==> config.mk <==
export PLATFORM = sky130hd
export DESIGN_NAME = stable_priority_queue_unit
export DESIGN_NICKNAME = d
export VERILOG_FILES = /design/src/hdl/spq_pkg.sv /design/src/hdl/spq_ram.sv /design/src/hdl/spq_ctrl.sv /design/src/hdl/spq_datapath.sv /design/src/hdl/stable_priority_queue_unit.sv
export SDC_FILE = /design/constraint.sdc
export NUM_CORES = 1
export LEC_CHECK = 0
export BUFFER_PORTS_ARGS = -buffer_cell sky130_fd_sc_hd__buf_2
export CORE_MARGIN = 2
export CORE_UTILIZATION = 36
export CTS_BUF_LIST = sky130_fd_sc_hd__clkbuf_16
export DETAILED_ROUTE_END_ITERATION = 7
export PLACE_DENSITY = 0.55
export SYNTH_ARGS = -nofsm -noshare
export SYNTH_HDL_FRONTEND = slang
export SYNTH_SLANG_ARGS = --single-unit
==> constraint.sdc <==
create_clock -name clk -period 10.2 [get_ports clk]
set_clock_uncertainty 0.1 [all_clocks]
set_input_delay 2.04 -clock clk [delete_from_list [all_inputs] [get_ports clk]]
set_output_delay 2.04 -clock clk [all_outputs]
set_load 0.02 [all_outputs]
==> src/hdl/spq_pkg.sv <==
// Shared constants and types for the stable priority queue.
// Used by the controller, datapath, top level and checker; no dependencies.
package spq_pkg;

    localparam int CAPACITY_DEF = 16;

    localparam int CMD_W    = 2;
    localparam int VALUE_W  = 32;
    localparam int PRIO_W   = 8;
    localparam int STATUS_W = 2;
    localparam int COUNT_W  = 5;
    localparam int TDATA_W  = 48;

    localparam logic [CMD_W-1:0] CMD_ENQ  = 2'd0;
    localparam logic [CMD_W-1:0] CMD_DEQ  = 2'd1;
    localparam logic [CMD_W-1:0] CMD_PEEK = 2'd2;

    localparam logic [STATUS_W-1:0] ST_OK    = 2'd0;
    localparam logic [STATUS_W-1:0] ST_EMPTY = 2'd1;
    localparam logic [STATUS_W-1:0] ST_FULL  = 2'd2;

    // read address source, logical index from the head
    localparam logic [1:0] RD_HEAD = 2'd0;
    localparam logic [1:0] RD_TAIL = 2'd1;
    localparam logic [1:0] RD_KM2  = 2'd2;

    typedef struct packed {
        logic [PRIO_W-1:0]         prio;
        logic signed [VALUE_W-1:0] value;
    } entry_t;

    localparam int ENTRY_W = $bits(entry_t);

    typedef struct packed {
        logic                capture;
        logic                clr_result;
        logic [STATUS_W-1:0] status;
        logic                ld_head_result;
        logic                rd_en;
        logic [1:0]          rd_sel;
        logic                wr_en;
        logic                wr_new;
        logic                k_load;
        logic                k_dec;
        logic                head_inc;
        logic                count_inc;
        logic                count_dec;
        logic                out_load;
    } spq_cmd_t;

    typedef struct packed {
        logic [CMD_W-1:0] cmd;
        logic             full;
        logic             empty;
        logic             k_is_one;
        logic             head_le;
        logic             out_free;
    } spq_stat_t;

endpackage

==> src/hdl/spq_ram.sv <==
// Generic single-write, single-read RAM with registered read data.
// No dependencies.
module spq_ram #(
    parameter int WIDTH = 40,
    parameter int DEPTH = 16
) (
    input  logic                     clk,
    input  logic                     we,
    input  logic [$clog2(DEPTH)-1:0] waddr,
    input  logic [WIDTH-1:0]         wdata,
    input  logic                     re,
    input  logic [$clog2(DEPTH)-1:0] raddr,
    output logic [WIDTH-1:0]         rdata
);

    logic [WIDTH-1:0] mem [DEPTH];

    always_ff @(posedge clk)
    begin
        if (we)
        begin
            mem[waddr] <= wdata;
        end
        if (re)
        begin
            rdata <= mem[raddr];
        end
    end

endmodule

==> src/hdl/spq_ctrl.sv <==
// Controller state machine of the stable priority queue.
// Depends on spq_pkg; drives the datapath through spq_cmd_t.
module spq_ctrl (
    input  logic              clk,
    input  logic              rst_n,
    input  logic              s_valid,
    output logic              s_ready,
    input  spq_pkg::spq_stat_t stat,
    output spq_pkg::spq_cmd_t  ctl
);

    localparam logic [2:0] S_IDLE  = 3'd0;
    localparam logic [2:0] S_ISSUE = 3'd1;
    localparam logic [2:0] S_HEAD  = 3'd2;
    localparam logic [2:0] S_SCAN  = 3'd3;
    localparam logic [2:0] S_PLACE = 3'd4;
    localparam logic [2:0] S_RESP  = 3'd5;

    logic [2:0] state_reg;
    logic [2:0] state_next;

    always_ff @(posedge clk or negedge rst_n)
    begin
        if (!rst_n)
        begin
            state_reg <= S_IDLE;
        end
        else
        begin
            state_reg <= state_next;
        end
    end

    always_comb
    begin
        ctl        = '0;
        ctl.status = spq_pkg::ST_OK;
        ctl.rd_sel = spq_pkg::RD_HEAD;
        s_ready    = 1'b0;
        state_next = state_reg;
        unique case (state_reg)
            S_IDLE:
            begin
                s_ready = 1'b1;
                if (s_valid)
                begin
                    ctl.capture = 1'b1;
                    state_next  = S_ISSUE;
                end
            end
            S_ISSUE:
            begin
                ctl.clr_result = 1'b1;
                if (stat.cmd == spq_pkg::CMD_ENQ)
                begin
                    if (stat.full)
                    begin
                        ctl.status = spq_pkg::ST_FULL;
                        state_next = S_RESP;
                    end
                    else
                    begin
                        ctl.k_load = 1'b1;
                        if (stat.empty)
                        begin
                            state_next = S_PLACE;
                        end
                        else
                        begin
                            ctl.rd_en  = 1'b1;
                            ctl.rd_sel = spq_pkg::RD_TAIL;
                            state_next = S_SCAN;
                        end
                    end
                end
                else if (stat.cmd == spq_pkg::CMD_DEQ || stat.cmd == spq_pkg::CMD_PEEK)
                begin
                    if (stat.empty)
                    begin
                        ctl.status = spq_pkg::ST_EMPTY;
                        state_next = S_RESP;
                    end
                    else
                    begin
                        ctl.rd_en  = 1'b1;
                        ctl.rd_sel = spq_pkg::RD_HEAD;
                        state_next = S_HEAD;
                    end
                end
                else
                begin
                    state_next = S_RESP;
                end
            end
            S_HEAD:
            begin
                ctl.ld_head_result = 1'b1;
                if (stat.cmd == spq_pkg::CMD_DEQ)
                begin
                    ctl.head_inc  = 1'b1;
                    ctl.count_dec = 1'b1;
                end
                state_next = S_RESP;
            end
            S_SCAN:
            begin
                if (stat.head_le)
                begin
                    state_next = S_PLACE;
                end
                else
                begin
                    // shift the entry below slot k up one slot
                    ctl.wr_en = 1'b1;
                    ctl.k_dec = 1'b1;
                    if (stat.k_is_one)
                    begin
                        state_next = S_PLACE;
                    end
                    else
                    begin
                        ctl.rd_en  = 1'b1;
                        ctl.rd_sel = spq_pkg::RD_KM2;
                    end
                end
            end
            S_PLACE:
            begin
                ctl.wr_en     = 1'b1;
                ctl.wr_new    = 1'b1;
                ctl.count_inc = 1'b1;
                state_next    = S_RESP;
            end
            S_RESP:
            begin
                if (stat.out_free)
                begin
                    ctl.out_load = 1'b1;
                    state_next   = S_IDLE;
                end
            end
            default:
            begin
                state_next = S_IDLE;
            end
        endcase
    end

endmodule

==> src/hdl/spq_datapath.sv <==
// Datapath of the stable priority queue: request capture, circular sorted
// store in spq_ram, head/count/index registers and the output register.
// Depends on spq_pkg and spq_ram.
module spq_datapath #(
    parameter int CAPACITY = spq_pkg::CAPACITY_DEF
) (
    input  logic                        clk,
    input  logic                        rst_n,
    input  logic [spq_pkg::TDATA_W-1:0] s_data,
    output logic                        m_valid,
    input  logic                        m_ready,
    output logic [spq_pkg::TDATA_W-1:0] m_data,
    input  spq_pkg::spq_cmd_t           ctl,
    output spq_pkg::spq_stat_t          stat
);

    localparam int AW  = $clog2(CAPACITY);
    localparam int CW  = $clog2(CAPACITY + 1);
    localparam int CXW = CW + spq_pkg::COUNT_W;

    logic [spq_pkg::CMD_W-1:0]    cmd_reg;
    logic [spq_pkg::VALUE_W-1:0]  val_reg;
    logic [spq_pkg::PRIO_W-1:0]   pri_reg;
    logic [AW-1:0]                k_reg;
    logic [AW-1:0]                head_reg;
    logic [CW-1:0]                count_reg;
    logic [spq_pkg::STATUS_W-1:0] res_status_reg;
    logic [spq_pkg::VALUE_W-1:0]  res_value_reg;
    logic [spq_pkg::PRIO_W-1:0]   res_prio_reg;
    logic                         m_valid_reg;
    logic [spq_pkg::TDATA_W-1:0]  m_data_reg;

    logic [AW-1:0]           rd_log;
    logic [AW-1:0]           rd_phys;
    logic [AW-1:0]           wr_phys;
    spq_pkg::entry_t         new_entry;
    spq_pkg::entry_t         rd_entry;
    logic [spq_pkg::ENTRY_W-1:0] rdata;
    logic [spq_pkg::ENTRY_W-1:0] wdata;
    logic [CXW-1:0]          cnt_ext;

    function automatic logic [AW-1:0] to_phys(input logic [AW-1:0] head,
                                              input logic [AW-1:0] idx);
        logic [AW:0] sum;
        sum = {1'b0, head} + {1'b0, idx};
        if (sum >= (AW+1)'(CAPACITY))
        begin
            sum = sum - (AW+1)'(CAPACITY);
        end
        return sum[AW-1:0];
    endfunction

    always_comb
    begin
        unique case (ctl.rd_sel)
            spq_pkg::RD_TAIL: rd_log = AW'(count_reg - CW'(1));
            spq_pkg::RD_KM2:  rd_log = k_reg - AW'(2);
            default:          rd_log = '0;
        endcase
    end

    assign rd_phys         = to_phys(head_reg, rd_log);
    assign wr_phys         = to_phys(head_reg, k_reg);
    assign new_entry.prio  = pri_reg;
    assign new_entry.value = val_reg;
    assign rd_entry        = rdata;
    assign wdata           = ctl.wr_new ? new_entry : rdata;

    spq_ram #(
        .WIDTH (spq_pkg::ENTRY_W),
        .DEPTH (CAPACITY)
    ) u_store (
        .clk   (clk),
        .we    (ctl.wr_en),
        .waddr (wr_phys),
        .wdata (wdata),
        .re    (ctl.rd_en),
        .raddr (rd_phys),
        .rdata (rdata)
    );

    assign stat.cmd      = cmd_reg;
    assign stat.full     = (count_reg == CW'(CAPACITY));
    assign stat.empty    = (count_reg == '0);
    assign stat.k_is_one = (k_reg == AW'(1));
    assign stat.head_le  = (rd_entry.prio <= pri_reg);
    assign stat.out_free = !m_valid_reg || m_ready;

    assign cnt_ext = CXW'(count_reg);

    always_ff @(posedge clk or negedge rst_n)
    begin
        if (!rst_n)
        begin
            head_reg    <= '0;
            count_reg   <= '0;
            m_valid_reg <= 1'b0;
        end
        else
        begin
            if (ctl.head_inc)
            begin
                head_reg <= (head_reg == AW'(CAPACITY - 1)) ? '0 : head_reg + AW'(1);
            end
            if (ctl.count_inc)
            begin
                count_reg <= count_reg + CW'(1);
            end
            else if (ctl.count_dec)
            begin
                count_reg <= count_reg - CW'(1);
            end
            if (ctl.out_load)
            begin
                m_valid_reg <= 1'b1;
            end
            else if (m_ready)
            begin
                m_valid_reg <= 1'b0;
            end
        end
    end

    always_ff @(posedge clk)
    begin
        if (ctl.capture)
        begin
            cmd_reg <= s_data[1:0];
            val_reg <= s_data[33:2];
            pri_reg <= s_data[41:34];
        end
        if (ctl.k_load)
        begin
            k_reg <= AW'(count_reg);
        end
        else if (ctl.k_dec)
        begin
            k_reg <= k_reg - AW'(1);
        end
        if (ctl.clr_result)
        begin
            res_status_reg <= ctl.status;
            res_value_reg  <= '0;
            res_prio_reg   <= '0;
        end
        else if (ctl.ld_head_result)
        begin
            res_value_reg <= rd_entry.value;
            res_prio_reg  <= rd_entry.prio;
        end
        if (ctl.out_load)
        begin
            m_data_reg <= {count_reg == '0, cnt_ext[spq_pkg::COUNT_W-1:0],
                           res_prio_reg, res_value_reg, res_status_reg};
        end
    end

    assign m_valid = m_valid_reg;
    assign m_data  = m_data_reg;

endmodule

==> src/hdl/stable_priority_queue_unit.sv <==
// Stable priority queue top level: one request in, one result out.
// An empty peek/dequeue, a full enqueue or the unused command code goes straight to the result;
// peek/dequeue reads the head entry; enqueue into a non-empty queue first moves the larger-
// priority entries up one slot, one per cycle, then writes the new entry behind its equals.
// Throughput: one request at a time; the next is taken the cycle after the result loads.
// Reset clears count, head, handshake state; RAM not cleared. Uses spq_pkg, spq_ctrl, spq_datapath.
module stable_priority_queue_unit #(
    parameter int CAPACITY = spq_pkg::CAPACITY_DEF
) (
    input  logic                        clk,
    input  logic                        rst_n,
    input  logic                        s_axis_tvalid,
    output logic                        s_axis_tready,
    // [1:0] cmd, [33:2] in_value, [41:34] in_priority, [47:42] zero
    input  logic [spq_pkg::TDATA_W-1:0] s_axis_tdata,
    output logic                        m_axis_tvalid,
    input  logic                        m_axis_tready,
    // [1:0] status, [33:2] out_value, [41:34] out_priority,
    // [46:42] entry_count, [47] is_empty
    output logic [spq_pkg::TDATA_W-1:0] m_axis_tdata
);

    spq_pkg::spq_cmd_t  ctl;
    spq_pkg::spq_stat_t stat;

    spq_ctrl u_ctrl (
        .clk     (clk),
        .rst_n   (rst_n),
        .s_valid (s_axis_tvalid),
        .s_ready (s_axis_tready),
        .stat    (stat),
        .ctl     (ctl)
    );

    spq_datapath #(
        .CAPACITY (CAPACITY)
    ) u_datapath (
        .clk     (clk),
        .rst_n   (rst_n),
        .s_data  (s_axis_tdata),
        .m_valid (m_axis_tvalid),
        .m_ready (m_axis_tready),
        .m_data  (m_axis_tdata),
        .ctl     (ctl),
        .stat    (stat)
    );

endmodule

# Yosys cells after proc, flatten, opt, wreduce, memory -nomap -nowiden
# Memory sizes are Yosys's and may differ from the RTL's. A register that Yosys moved wholly into a read port is not among the register bits.
# Cells that the tools add are included.
word_totals:
  regBits: 149
  mem_bits_rw: 640
  elab_cells: 102
  memories: 1
mem_list:
  columns: ["name", "depth", "word_bits", "read_ports", "rd_ports_with_merged_regs", "write_ports", "line", "text"]
  rows:
  - ["u_datapath.u_store.mem", 16, 40, 1, 1, 1, "spq_ram.sv:16", "logic [WIDTH-1:0] mem [DEPTH];"]
classes:
  n_addsub: 9
  magnitude_cmp: 3
  eq_ne: 15
  n_mux: 51
  reduce_logical: 11
ops:
  columns: ["cell", "n"]
  rows:
  - ["$mux W3", 16]
  - ["$mux W40", 1]
  - ["$mux W4", 6]
  - ["$mux W1", 19]
  - ["$pmux W3 S5", 1]
  - ["$sub A4 B1 Y4 const B", 3]
  - ["$add A4 B4 Y5", 2]
  - ["$ge A5 B5 Y1 const B", 2]
  - ["$mux W5", 2]
  - ["$le A8 B8 Y1", 1]
  - ["$pmux W4 S2", 1]
  - ["$eq A3 B2 Y1 const B", 2]
  - ["$eq A3 B3 Y1 const B", 2]
  - ["$mux W2", 3]
  - ["$pmux W3 S2", 1]
  - ["$reduce_bool A2 Y1", 3]
  - ["$add A5 B1 Y5 const B", 1]
  - ["$eq A5 B5 Y1 const B", 1]
  - ["$logic_not A5 Y1", 1]
  - ["$sub A5 B1 Y5 const B", 1]
  - ["$add A4 B1 Y4 const B", 1]
  - ["$eq A2 B1 Y1 const B", 2]
  - ["$eq A2 B2 Y1 const B", 2]
  - ["$eq A4 B1 Y1 const B", 1]
  - ["other kinds (12)", 14]

# Logic depth before layout (Yosys ltp)
# Gate-level depths: netlist of run 1.
logic_depth:
  word_depth: 10
  depth_mapped: 19

# Modules after synthesis
# From an unflattened synthesis of run 1, not the netlist that was laid out.
unflattened:
  hier_cells: 1496
  area_unflattened_um2: 31861.8
by_module_without_submodules:
  columns: ["mod", "n_inst", "cells_per_inst", "area_per_inst_um2"]
  rows:
  - ["spq_ram", 1, 1040, 25532.0]
  - ["spq_datapath", 1, 407, 5972.0]
  - ["spq_ctrl", 1, 49, 357.8]

# Least setup slack after synthesis of run 1
# No wires, ideal clock.
synth_timing:
  kind: "register -> register"
  start: "register u_datapath.u_store.rdata[33], read port of u_datapath.u_store.mem"
  end: "memory u_datapath.u_store.mem[9][0] (enable)"
  setup_ns: 0.653
  arrival_time_ns: 7.799
  required_ns: 9.447
  setup_slack_ns: 1.648
  path_stages_with_launch: 8
  synth_period_minus_slack_ns: 8.552
  path_cell_list: "edfxtp_1 ha_1 nor2b_1 o211ai_1 a21oi_1 o21bai_1 clkbuf_1 a2111oi_0"
synth_via:
  elab_chain_cells: 5
synth_rtl:
  columns: ["item", "line", "text"]
  rows:
  - ["from (decl)", "spq_ram.sv:13", "output logic [WIDTH-1:0] rdata"]
  - ["$le A8 B8 Y1", "spq_datapath.sv:86", "assign stat.head_le = (rd_entry.prio <= pri_reg);"]
  - ["$mux W4", "spq_ctrl.sv:107", "if (stat.head_le)"]
  - ["$pmux W1 S2", "spq_ctrl.sv:41", "unique case (state_reg)"]
  - ["$mux W1", "spq_ram.sv:20", "if (we)"]
  - ["$mux W1 (implied by the code)", "spq_ram.sv:22", "mem[waddr] <= wdata;"]
  - ["to (decl)", "spq_ram.sv:16", null]
# No other way between the ends.

# Worst setup path after layout of run 1
layout_timing:
  start: "register u_datapath.u_store.rdata[33], read port of u_datapath.u_store.mem"
  end: "register u_datapath.u_store.rdata[32], read port of u_datapath.u_store.mem (data pin)"
layout_via:
  elab_chain_cells: 8
  elab_cells_between_ends: 10
layout_rtl:
  columns: ["item", "line", "text"]
  rows:
  - ["$le A8 B8 Y1 (*)", "spq_datapath.sv:86", null]
  - ["$mux W4 (*)", "spq_ctrl.sv:107", null]
  - ["$pmux W3 S2 (*)", "spq_ctrl.sv:41", null]
  - ["$eq A2 B2 Y1 / $eq A2 B1 Y1 (equally long branches)", "spq_datapath.sv:55", "unique case (ctl.rd_sel)"]
  - ["$pmux W4 S2", "spq_datapath.sv:55", null]
  - ["$add A4 B4 Y5", "spq_datapath.sv:45", "sum = {1'b0, head} + {1'b0, idx};"]
  - ["$sub A4 B1 Y4 / $ge A5 B5 Y1 (equally long branches)", "spq_datapath.sv:48, spq_datapath.sv:46", null]
  - ["$mux W4", "spq_datapath.sv:46", "if (sum >= (AW+1)'(CAPACITY))"]
# Every way passes the cells marked *; elsewhere a longest branch is shown, timed or not.
# A chain may end at the register's enable or synchronous reset.

==> flow_summary.ini, run 1 <==
[hold_path]
min_path_cells = 0
hold_path.class = reg -> reg
hold_path_end = u_datapath.m_data[1]
hp-start = u_datapath.res_status_reg[1]

[yosys]
synth.area.mux_share = 0.112
synth_top_family_by_area = multiplexers
synth_compound_area_frac = 0.0448
ys_seq_elements = 829
yosysTopAreaCell = edfxtp_1
synth-simple-area-share = 0.0520
async_flop_share = 0.0157
ys_top_cells_by_area = edfxtp_1, mux4_2, nand2_1
ys_warn_count = 0
yosysSeqAreaShare = 0.759
synth_xor_area_frac = 0.00435
ys_dominant_reg_cell = edfxtp_1
synthAdderAreaFrac = 0.0110
synth-edff-count = 776
netlist.area_leader.share = 0.724
synth.distinct_cells = 57
synthCells = 1752
netlist_area_sq_um = 32200
synthesis.nets = 1831
syn_area_per_cell_sq_um = 18.4

[routing]
ant_nets = 0
routedWlPerCell_microns = 24.2
dr.pass1.iters = 7
drt-total-wl_microns = 75500
drt_iter0_drc = 1259
vias = 16158
drc = 0
vias_per_cell = 5.17

[clock_network]
cts_hold_buf = 0
root_buffer = clkbuf_16
cts_made_buffers = 88
cts.sinks = 829
cts_tree = yes
clk_pin_slew_ps = 60
clock_latency_ps = 650
cts_setup_buffers = 0
postCtsResizedCells = 0
htree_levels = 3
cts_buffer_depth = 3

[timing]
setup_viol = 0
drv_slew = 0
fin_tns_setup_ps = 0
max_slew.worst_pin.slew_ps = 1020
period_needed_ps = 5850
setup_ws_ps = 4350
finalHoldViolations = 0
rsz0062_at_grt = no
post-route-period-util = 0.573
max_freq_ghz = 0.171
slew_headroom = 0.318

[power]
switching_share = 0.299
seq_power_share = 0.461
p_comb_frac = 0.244
leakagePower_nw = 12.4
clockPowerShare = 0.294
switchingPower_mw = 3.17
total_power_mw = 10.6
p_int_mw = 7.41
peakVddDrop_uv = 175
powerDensity_nw_per_um2 = 285

[placed_design]
dp_cells = 2962
port_buffers = 95
place.gp.congestion = 0.719
pre_cts_ws_ps = 4350
place_hpwl_microns = 36600

[grt]
grt_pass1_wl_microns = 111000
gr-usage-all-layers = 0.166
grt_max_degree = 107
antenna_found_initial = 0
grt_overflow_total = 0
grt_pass1_vias = 16815

[floorplan]
initial_utilization = 0.364
rows = 109
dieHeight_microns = 303
die_area_sq_um = 91800
core_area_sq_um = 88500
num_io_pins = 102
die_w_microns = 303

[job]
maxCapViolCount = 0

[critical_path]
cp.arrival_ps = 6190
start_kind = register
reg2reg_slack_ps = 4350
timing.rr.start = u_datapath.u_store.rdata[33]
reg2reg_depth = 17
cp-end-kind = register
worstPathRequired_ps = 10550
critPathMaxFanout = 42
rr_endpoint = u_datapath.u_store.rdata[32]
setup.worst_path.class = reg -> reg

[layout]
final_common_cell = edfxtp_1
drive_gt1_frac = 0.248
fin_cells = 3124
layout_common_cells = edfxtp_1, nand2_1, mux4_2
area_growth_pct = 15.2
n_antenna_cell = 0
nets = 1966
largest_reg_flops = 640

[run_status]
status = finished, final reports clean
==> kinds of logic after synthesis <==
logic type,count (synthesis)
flops,829
simple gates,415
compound gates,188
mux,160
buf+inv,117
fa+ha+maj,27
xor+xnor,16
==> per-stage QoR <==
| step | util | hold slack, ps | cell area (sq um) |
|---|---|---|---|
| 4_1_cts | 0.419 | 320 | 37100 |
| 6_report | 0.419 | 318 | 37100 |
| 3_3_place_gp | 0.387 | 312 | 34300 |
| 2_1_floorplan | - | 300 | 32200 |
| 5_1_grt | 0.419 | 325 | 37100 |
| 3_5_place_dp | 0.387 | 306 | 34300 |
==> synth_stat cells (17+ instances only) <==
library cell,count
buf_2,22
nand2_1,285
a31oi_2,18
mux4_2,160
inv_1,19
a31oi_1,21
o211a_1,39
edfxtp_1,776
o21ai_0,17
dfxtp_1,40
a21oi_1,53
ha_1,25
clkbuf_1,57
nor2_1,92
==> power groups by stage <==
stage | clock network, mW | registers (mW) | logic, mW
floorplan | 0 | 4.97 | 1.76
global placement | 0 | 4.93 | 2.59
detailed placement | 0 | 4.95 | 2.65
CTS | 3.19 | 4.88 | 2.65
global route | 3.32 | 4.92 | 2.85
finish | 3.12 | 4.88 | 2.59
==> routing by layer <==
layer / share of wire / global-route usage
met1: 0.43 / 0.221
met3: 0.045 / 0.0247
met4: 0.020 / 0.0487
met2: 0.50 / 0.284
met5: 0 / 0
==> final cells by class <==
type / instances / area, sq um
tap: 1165 / 1460
sequential: 829 / 24400
fill: 7738 / 51400
clock buffer: 88 / 2200
timing repair buffer: 143 / 861
inverter: 19 / 71.3
multi-input combinational: 806 / 7450
clock inverter: 74 / 628
==> worst max-delay path by stage <==
stage,start,endpoint,slack (ps),depth (start not counted)
finish,u_datapath.u_store.rdata[33],u_datapath.u_store.rdata[32],4350,17
global route,u_datapath.u_store.rdata[33],u_datapath.u_store.rdata[32],4110,17
CTS,u_datapath.u_store.rdata[33],u_datapath.u_store.rdata[39],4300,17
detailed placement,u_datapath.u_store.rdata[33],u_datapath.u_store.rdata[32],4350,17
global placement,u_datapath.u_store.rdata[33],u_datapath.u_store.rdata[32],4330,17
floorplan,u_datapath.u_store.rdata[33],u_datapath.u_store.mem[9][0],1650,7
==> critical path, stage by stage (launching register included) <==
cell and delay, ps:
edfxtp_1 420, ha_1 330, nor2b_1 140, o211ai_1 170
a21oi_1 170, o21ai_1 540, inv_1 110, ha_1 260
nor2b_1 150, a21oi_1 120, nor2_1 60, ha_1 390
and3_1 220, o21ai_0 370, a211o_2 200, buf_4 650
nand2_4 740, a31oi_1 480
Note: power is estimated with default switching activity, not from simulation.
==> inputs of run 2 (changes only) <==
--- a/config.mk
+++ b/config.mk
@@ -10,7 +10,7 @@
 export CORE_UTILIZATION = 36
 export CTS_BUF_LIST = sky130_fd_sc_hd__clkbuf_16
 export DETAILED_ROUTE_END_ITERATION = 7
-export PLACE_DENSITY = 0.55
+export PLACE_DENSITY = 0.57
 export SYNTH_ARGS = -nofsm -noshare
 export SYNTH_HDL_FRONTEND = slang
 export SYNTH_SLANG_ARGS = --single-unit
==> constraint.sdc (replaced) <==
create_clock -name clk -period 4.86 [get_ports clk]
set_clock_uncertainty 0.1 [all_clocks]
set_input_delay 0.972 -clock clk [delete_from_list [all_inputs] [get_ports clk]]
set_output_delay 0.972 -clock clk [all_outputs]
set_load 0.02 [all_outputs]
==> flow_summary.ini, run 2 (synthesis results as in run 1) <==
[critical_path]
cp_num_buf_inv = 2
critPathMaxFanout = 24
rr_endpoint = u_datapath.u_store.rdata[1]
reg2reg_slack_ps = 280
setup.worst_path.class = reg -> reg
reg2reg_depth = 16
path_cells = ha_1 -> nor2b_1 -> o211ai_1 -> a21oi_1 -> o21ai_1 -> inv_1 -> ha_1 -> a22oi_1 -> nor2_1 -> ha_4 -> fa_4 -> buf_4 -> mux4_2 -> nor2_1 -> o211a_1 -> a31oi_2
timing.rr.start = u_datapath.u_store.rdata[33]
worstPathRequired_ps = 5140
cpLargestDelayFamily = adder cells
cp-end-kind = register
setup.worst_path.end = u_datapath.u_store.rdata[1]
cp.arrival_ps = 4860
start_kind = register
slowest_stage = fa_4
crit_start = u_datapath.u_store.rdata[33]
path_depth = 16
worst_path_largest_cell_delay_ps = 890

[routing]
top_layer_used = met4
drt_iter0_drc = 1350
dr.pass1.iters = 5
routedWlPerCell_microns = 24.0
dr_wl_met2_microns = 39500
wl_met1_microns = 31000
drt-total-wl_microns = 75700
vias = 16361
routed-wl-met3_microns = 3630
drc = 0
vias_per_cell = 5.19
ant_nets = 0

[floorplan]
rows = 109
num_io_pins = 102
initial_utilization = 0.364
dieHeight_microns = 303
core_area_sq_um = 88500
die_w_microns = 303
die_area_sq_um = 91800

[placed_design]
place.gp.congestion = 0.724
port_buffers = 95
placed_area_sq_um = 34700
dp_cells = 2989
place_hpwl_microns = 40600

[timing]
slew_headroom = 0.229
drv_slew = 0
finalHoldViolations = 0
max_freq_ghz = 0.218
setup_viol = 0
fin_tns_setup_ps = 0
whs_ps = 143
period_needed_ps = 4580
max_slew.worst_pin.slew_ps = 1150
post-route-period-util = 0.942
rsz0062_at_grt = no

[layout]
seq_area_sq_um = 24400
multi_input_area_sq_um = 7480
drive_gt1_frac = 0.260
fin_cells = 3150
nets = 1991
area_growth_pct = 16.6
num-fill-cells = 7745
final_common_cell = edfxtp_1
largest_reg_flops = 640
layout_common_cells = edfxtp_1, nand2_1, mux4_2
postLayoutCellArea_sq_um = 37500
n_antenna_cell = 0

[clock_network]
htree_levels = 3
root_buffer = clkbuf_16
cts_hold_buf = 0
cts.sinks = 829
cts_setup_buffers = 0
cts_buffer_depth = 3
clk_pin_slew_ps = 60
cts_tree = yes
cts_made_buffers = 86
clock_latency_ps = 630
postCtsResizedCells = 0

[power]
leakagePower_nw = 12.6
powerDensity_nw_per_um2 = 597
peakVddDrop_uv = 255
total_power_mw = 22.4

[grt]
gr-usage-all-layers = 0.167
antenna_found_initial = 0
grt_pass1_wl_microns = 112000
grt_pass1_vias = 17163
grt_max_degree = 49
grt_overflow_total = 0

[run_status]
status = finished, final reports clean

[job]
maxCapViolCount = 0

[hold_path]
hold_path.class = in -> async
==> run 2: cell count changes in the layout (fill, tap and decap cells not counted), sizes merged <==
cell and change:
buf +27, clkinv -9, clkinvlp +7, inv +1
==> run 2: metal layers <==
layer	global-route usage	up-vias
met5	0	-
met4	0.0475	0
met3	0.0276	105
met2	0.298	405
met1	0.210	8645
li1	-	7206
==> run 2: metrics by stage <==
step / setup WS [ps] / util
final: 280 / 0.424
after global routing: 65.6 / 0.424
after CTS: 252 / 0.424
after detailed placement: 274 / 0.392
after global placement: 230 / 0.392
after floorplan: -1700 / -
==> run 2: worst reg2reg max path, cell delays in order, from the launching register on <==
cell      delay (ps)
edfxtp_1         420
ha_1             330
nor2b_1          130
o211ai_1         180
a21oi_1          160
o21ai_1          290
inv_1             80
ha_1             240
a22oi_1          170
nor2_1            90
ha_4             170
fa_4             890
buf_4            380
mux4_2           360
nor2_1           120
o211a_1          190
a31oi_2           40
==> run 2: worst min path at each step <==
| stage | cells past startpoint | slack (ps) | to |
|---|---|---|---|
| 2_1_floorplan | 0 | 300 | u_datapath.m_data[0] |
| 5_1_grt | 1 | 140 | u_datapath.m_valid |
| 6_report | 1 | 140 | u_ctrl.state_reg[0] |
| 3_3_place_gp | 0 | 310 | u_datapath.m_data[0] |
| 4_1_cts | 1 | 120 | u_datapath.count_reg[2] |
| 3_5_place_dp | 0 | 310 | u_datapath.m_data[1] |
==> run 2: report_power, final <==
group	internal, mW	switching (mW)
combinational	2.08	3.59
sequential	9.86	0.361
clock	3.74	2.76
total	15.7	6.72
==> run 2: area by class of cell <==
type,count,area share
tap,1165,0.0388
sequential,829,0.651
multi-input combinational,806,0.199
inverter,19,0.00190
timing repair buffer,170,0.0337
clock buffer,88,0.0587
clock inverter,73,0.0169
==> inputs of run 3 (changes only) <==
--- a/config.mk
+++ b/config.mk
@@ -13,4 +13,5 @@
 export PLACE_DENSITY = 0.57
 export SYNTH_ARGS = -nofsm -noshare
 export SYNTH_HDL_FRONTEND = slang
+export SYNTH_HIERARCHICAL = 1
 export SYNTH_SLANG_ARGS = --single-unit
==> flow_summary.ini, run 3 <==
[critical_path]
rr_endpoint = u_datapath/u_store/rdata[36]
worstPathRequired_ps = 5110
setup.worst_path.class = reg -> reg
reg2reg_depth = 19
cp-end-kind = register
critPathMaxFanout = 23
cp.arrival_ps = 4890
start_kind = register
timing.rr.start = u_datapath/pri_reg[1]
reg2reg_slack_ps = 220

[routing]
drt_iter0_drc = 1258
vias = 15060
vias_per_cell = 5.13
dr.pass1.iters = 5
routedWlPerCell_microns = 24.4
drc = 0
drt-total-wl_microns = 71600
ant_nets = 0

[yosys]
netlist.area_leader.share = 0.731
synth.distinct_cells = 51
syn_area_per_cell_sq_um = 21.3
yosysTopAreaCell = edfxtp_1
synth-edff-count = 776
synth_most_common_cell = edfxtp_1
synth_top_cells_by_count = edfxtp_1, mux4_2, a22oi_1
ys_top_cells_by_area = edfxtp_1, mux4_2, mux4_1
yosysSeqAreaShare = 0.767
synthesis.nets = 1576
async_flop_share = 0.0157
synthCells = 1496
ys_warn_count = 6
ys_seq_elements = 829
netlist_area_sq_um = 31900
ys_dominant_reg_cell = edfxtp_1

[grt]
grt_overflow_total = 0
antenna_found_initial = 0
grt_pass1_wl_microns = 105000
grt_pass1_vias = 15812
gr-usage-all-layers = 0.158
grt_max_degree = 50

[timing]
max_slew.worst_pin.slew_ps = 1150
fin_tns_setup_ps = 0
post-route-period-util = 0.954
rsz0062_at_grt = no
finalHoldViolations = 0
period_needed_ps = 4640
drv_slew = 0
setup_viol = 0
max_freq_ghz = 0.216
slew_headroom = 0.227

[floorplan]
rows = 109
num_io_pins = 102
die_area_sq_um = 90900
core_area_sq_um = 88100
dieHeight_microns = 301
initial_utilization = 0.362
die_w_microns = 301

[clock_network]
cts_made_buffers = 90
cts_tree = yes
root_buffer = clkbuf_16
cts_hold_buf = 0
cts.sinks = 829
clock_latency_ps = 650
htree_levels = 3
cts_buffer_depth = 3
clk_pin_slew_ps = 60

[power]
total_power_mw = 22.1
leakagePower_nw = 12.3
powerDensity_nw_per_um2 = 589
peakVddDrop_uv = 355

[layout]
largest_reg_flops = 640
area_growth_pct = 18.1
drive_gt1_frac = 0.283
layout_common_cells = edfxtp_1, mux4_2, buf_2
final_common_cell = edfxtp_1
final_core_util = 0.427
nets = 1776
n_antenna_cell = 0
fin_cells = 2937

[placed_design]
dp_cells = 2759
place_hpwl_microns = 37900
port_buffers = 95
place.gp.congestion = 0.724

[hold_path]
hold_path.class = in -> async

[run_status]
status = finished, final reports clean

[job]
maxCapViolCount = 0
-- run 3: per-stage QoR --
stage | area (sq um) | setup slack, ps | hold WS [ps]
CTS | 37500 | 111 | 111
floorplan | 31900 | 453 | 300
global placement | 34400 | -4.28 | 302
detailed placement | 34400 | -18.8 | 306
global route | 37600 | 12.6 | 136
finish | 37600 | 225 | 136
-- run 3: cells by family after synthesis --
logic type	count (synthesis)	share of synthesized area
multiplexers	241	0.147
XOR/XNOR	16	0.00440
flip-flops	829	0.767
AND/OR/NAND/NOR	167	0.0243
AO/OA/AOI/OAI	115	0.0261
adder cells (fa/ha/maj)	28	0.0115
buffers and inverters	100	0.0198
-- run 3: worst max-delay path by stage --
| stage | to | cells after the start | from |
|---|---|---|---|
| 6_report | u_datapath/u_store/rdata[36] | 19 | u_datapath/pri_reg[1] |
| 4_1_cts | u_datapath/u_store/rdata[12] | 19 | u_datapath/pri_reg[1] |
| 3_5_place_dp | u_datapath/u_store/rdata[36] | 19 | u_datapath/pri_reg[1] |
| 3_3_place_gp | u_datapath/u_store/rdata[15] | 20 | u_datapath/pri_reg[1] |
| 2_1_floorplan | u_datapath/u_store/mem[1][0] | 9 | u_datapath/u_store/rdata[33] |
| 5_1_grt | u_datapath/u_store/rdata[26] | 18 | u_datapath/pri_reg[1] |
-- run 3: routing by layer --
metal,wire length [microns],GRT usage,vias up,part of all wire
li1,-,-,6590,-
met1,31400,0.217,7949,0.44
met2,35100,0.262,416,0.49
met3,3680,0.0243,105,0.051
met4,1410,0.0481,0,0.020
met5,0,0,-,0
-- run 3: layout make-up --
cell class                 instances  area, sq um
inverter                          27          101
multi-input combinational        568         7100
sequential                       829        24400
tap                             1165         1460
fill                            7636        50500
timing repair buffer             180         1580
clock inverter                    78          698
clock buffer                      90         2250
-- run 3: repair_timing --
action / CTS / global route
resized for setup: 4 / 16
endpoints found under the setup margin: 19 / 34
pin swaps: 0 / 9
hold endpoints to repair: 0 / 0
buffers inserted: 3 / 6
cloned: 1 / 0
-- run 3: report_power, final --
group	switching, mW	internal (mW)
clock	2.82	3.89
combinational	3.24	2.05
sequential	0.362	9.78
total	6.43	15.7
-- run 3: worst max-delay path, stage by stage (launching register included) --
cell and delay (ps):
edfxtp_1 370, inv_1 60, ha_1 280, nor2b_1 120, o211ai_1 90, a21oi_1 200, o32ai_2 150, or3_4 370
nor2_4 140, inv_1 50, ha_2 180, a22oi_2 160, nor2_2 70, ha_4 160, fa_4 840, buf_12 130
buf_12 180, mux4_2 320, a22oi_2 200, nand2_1 140
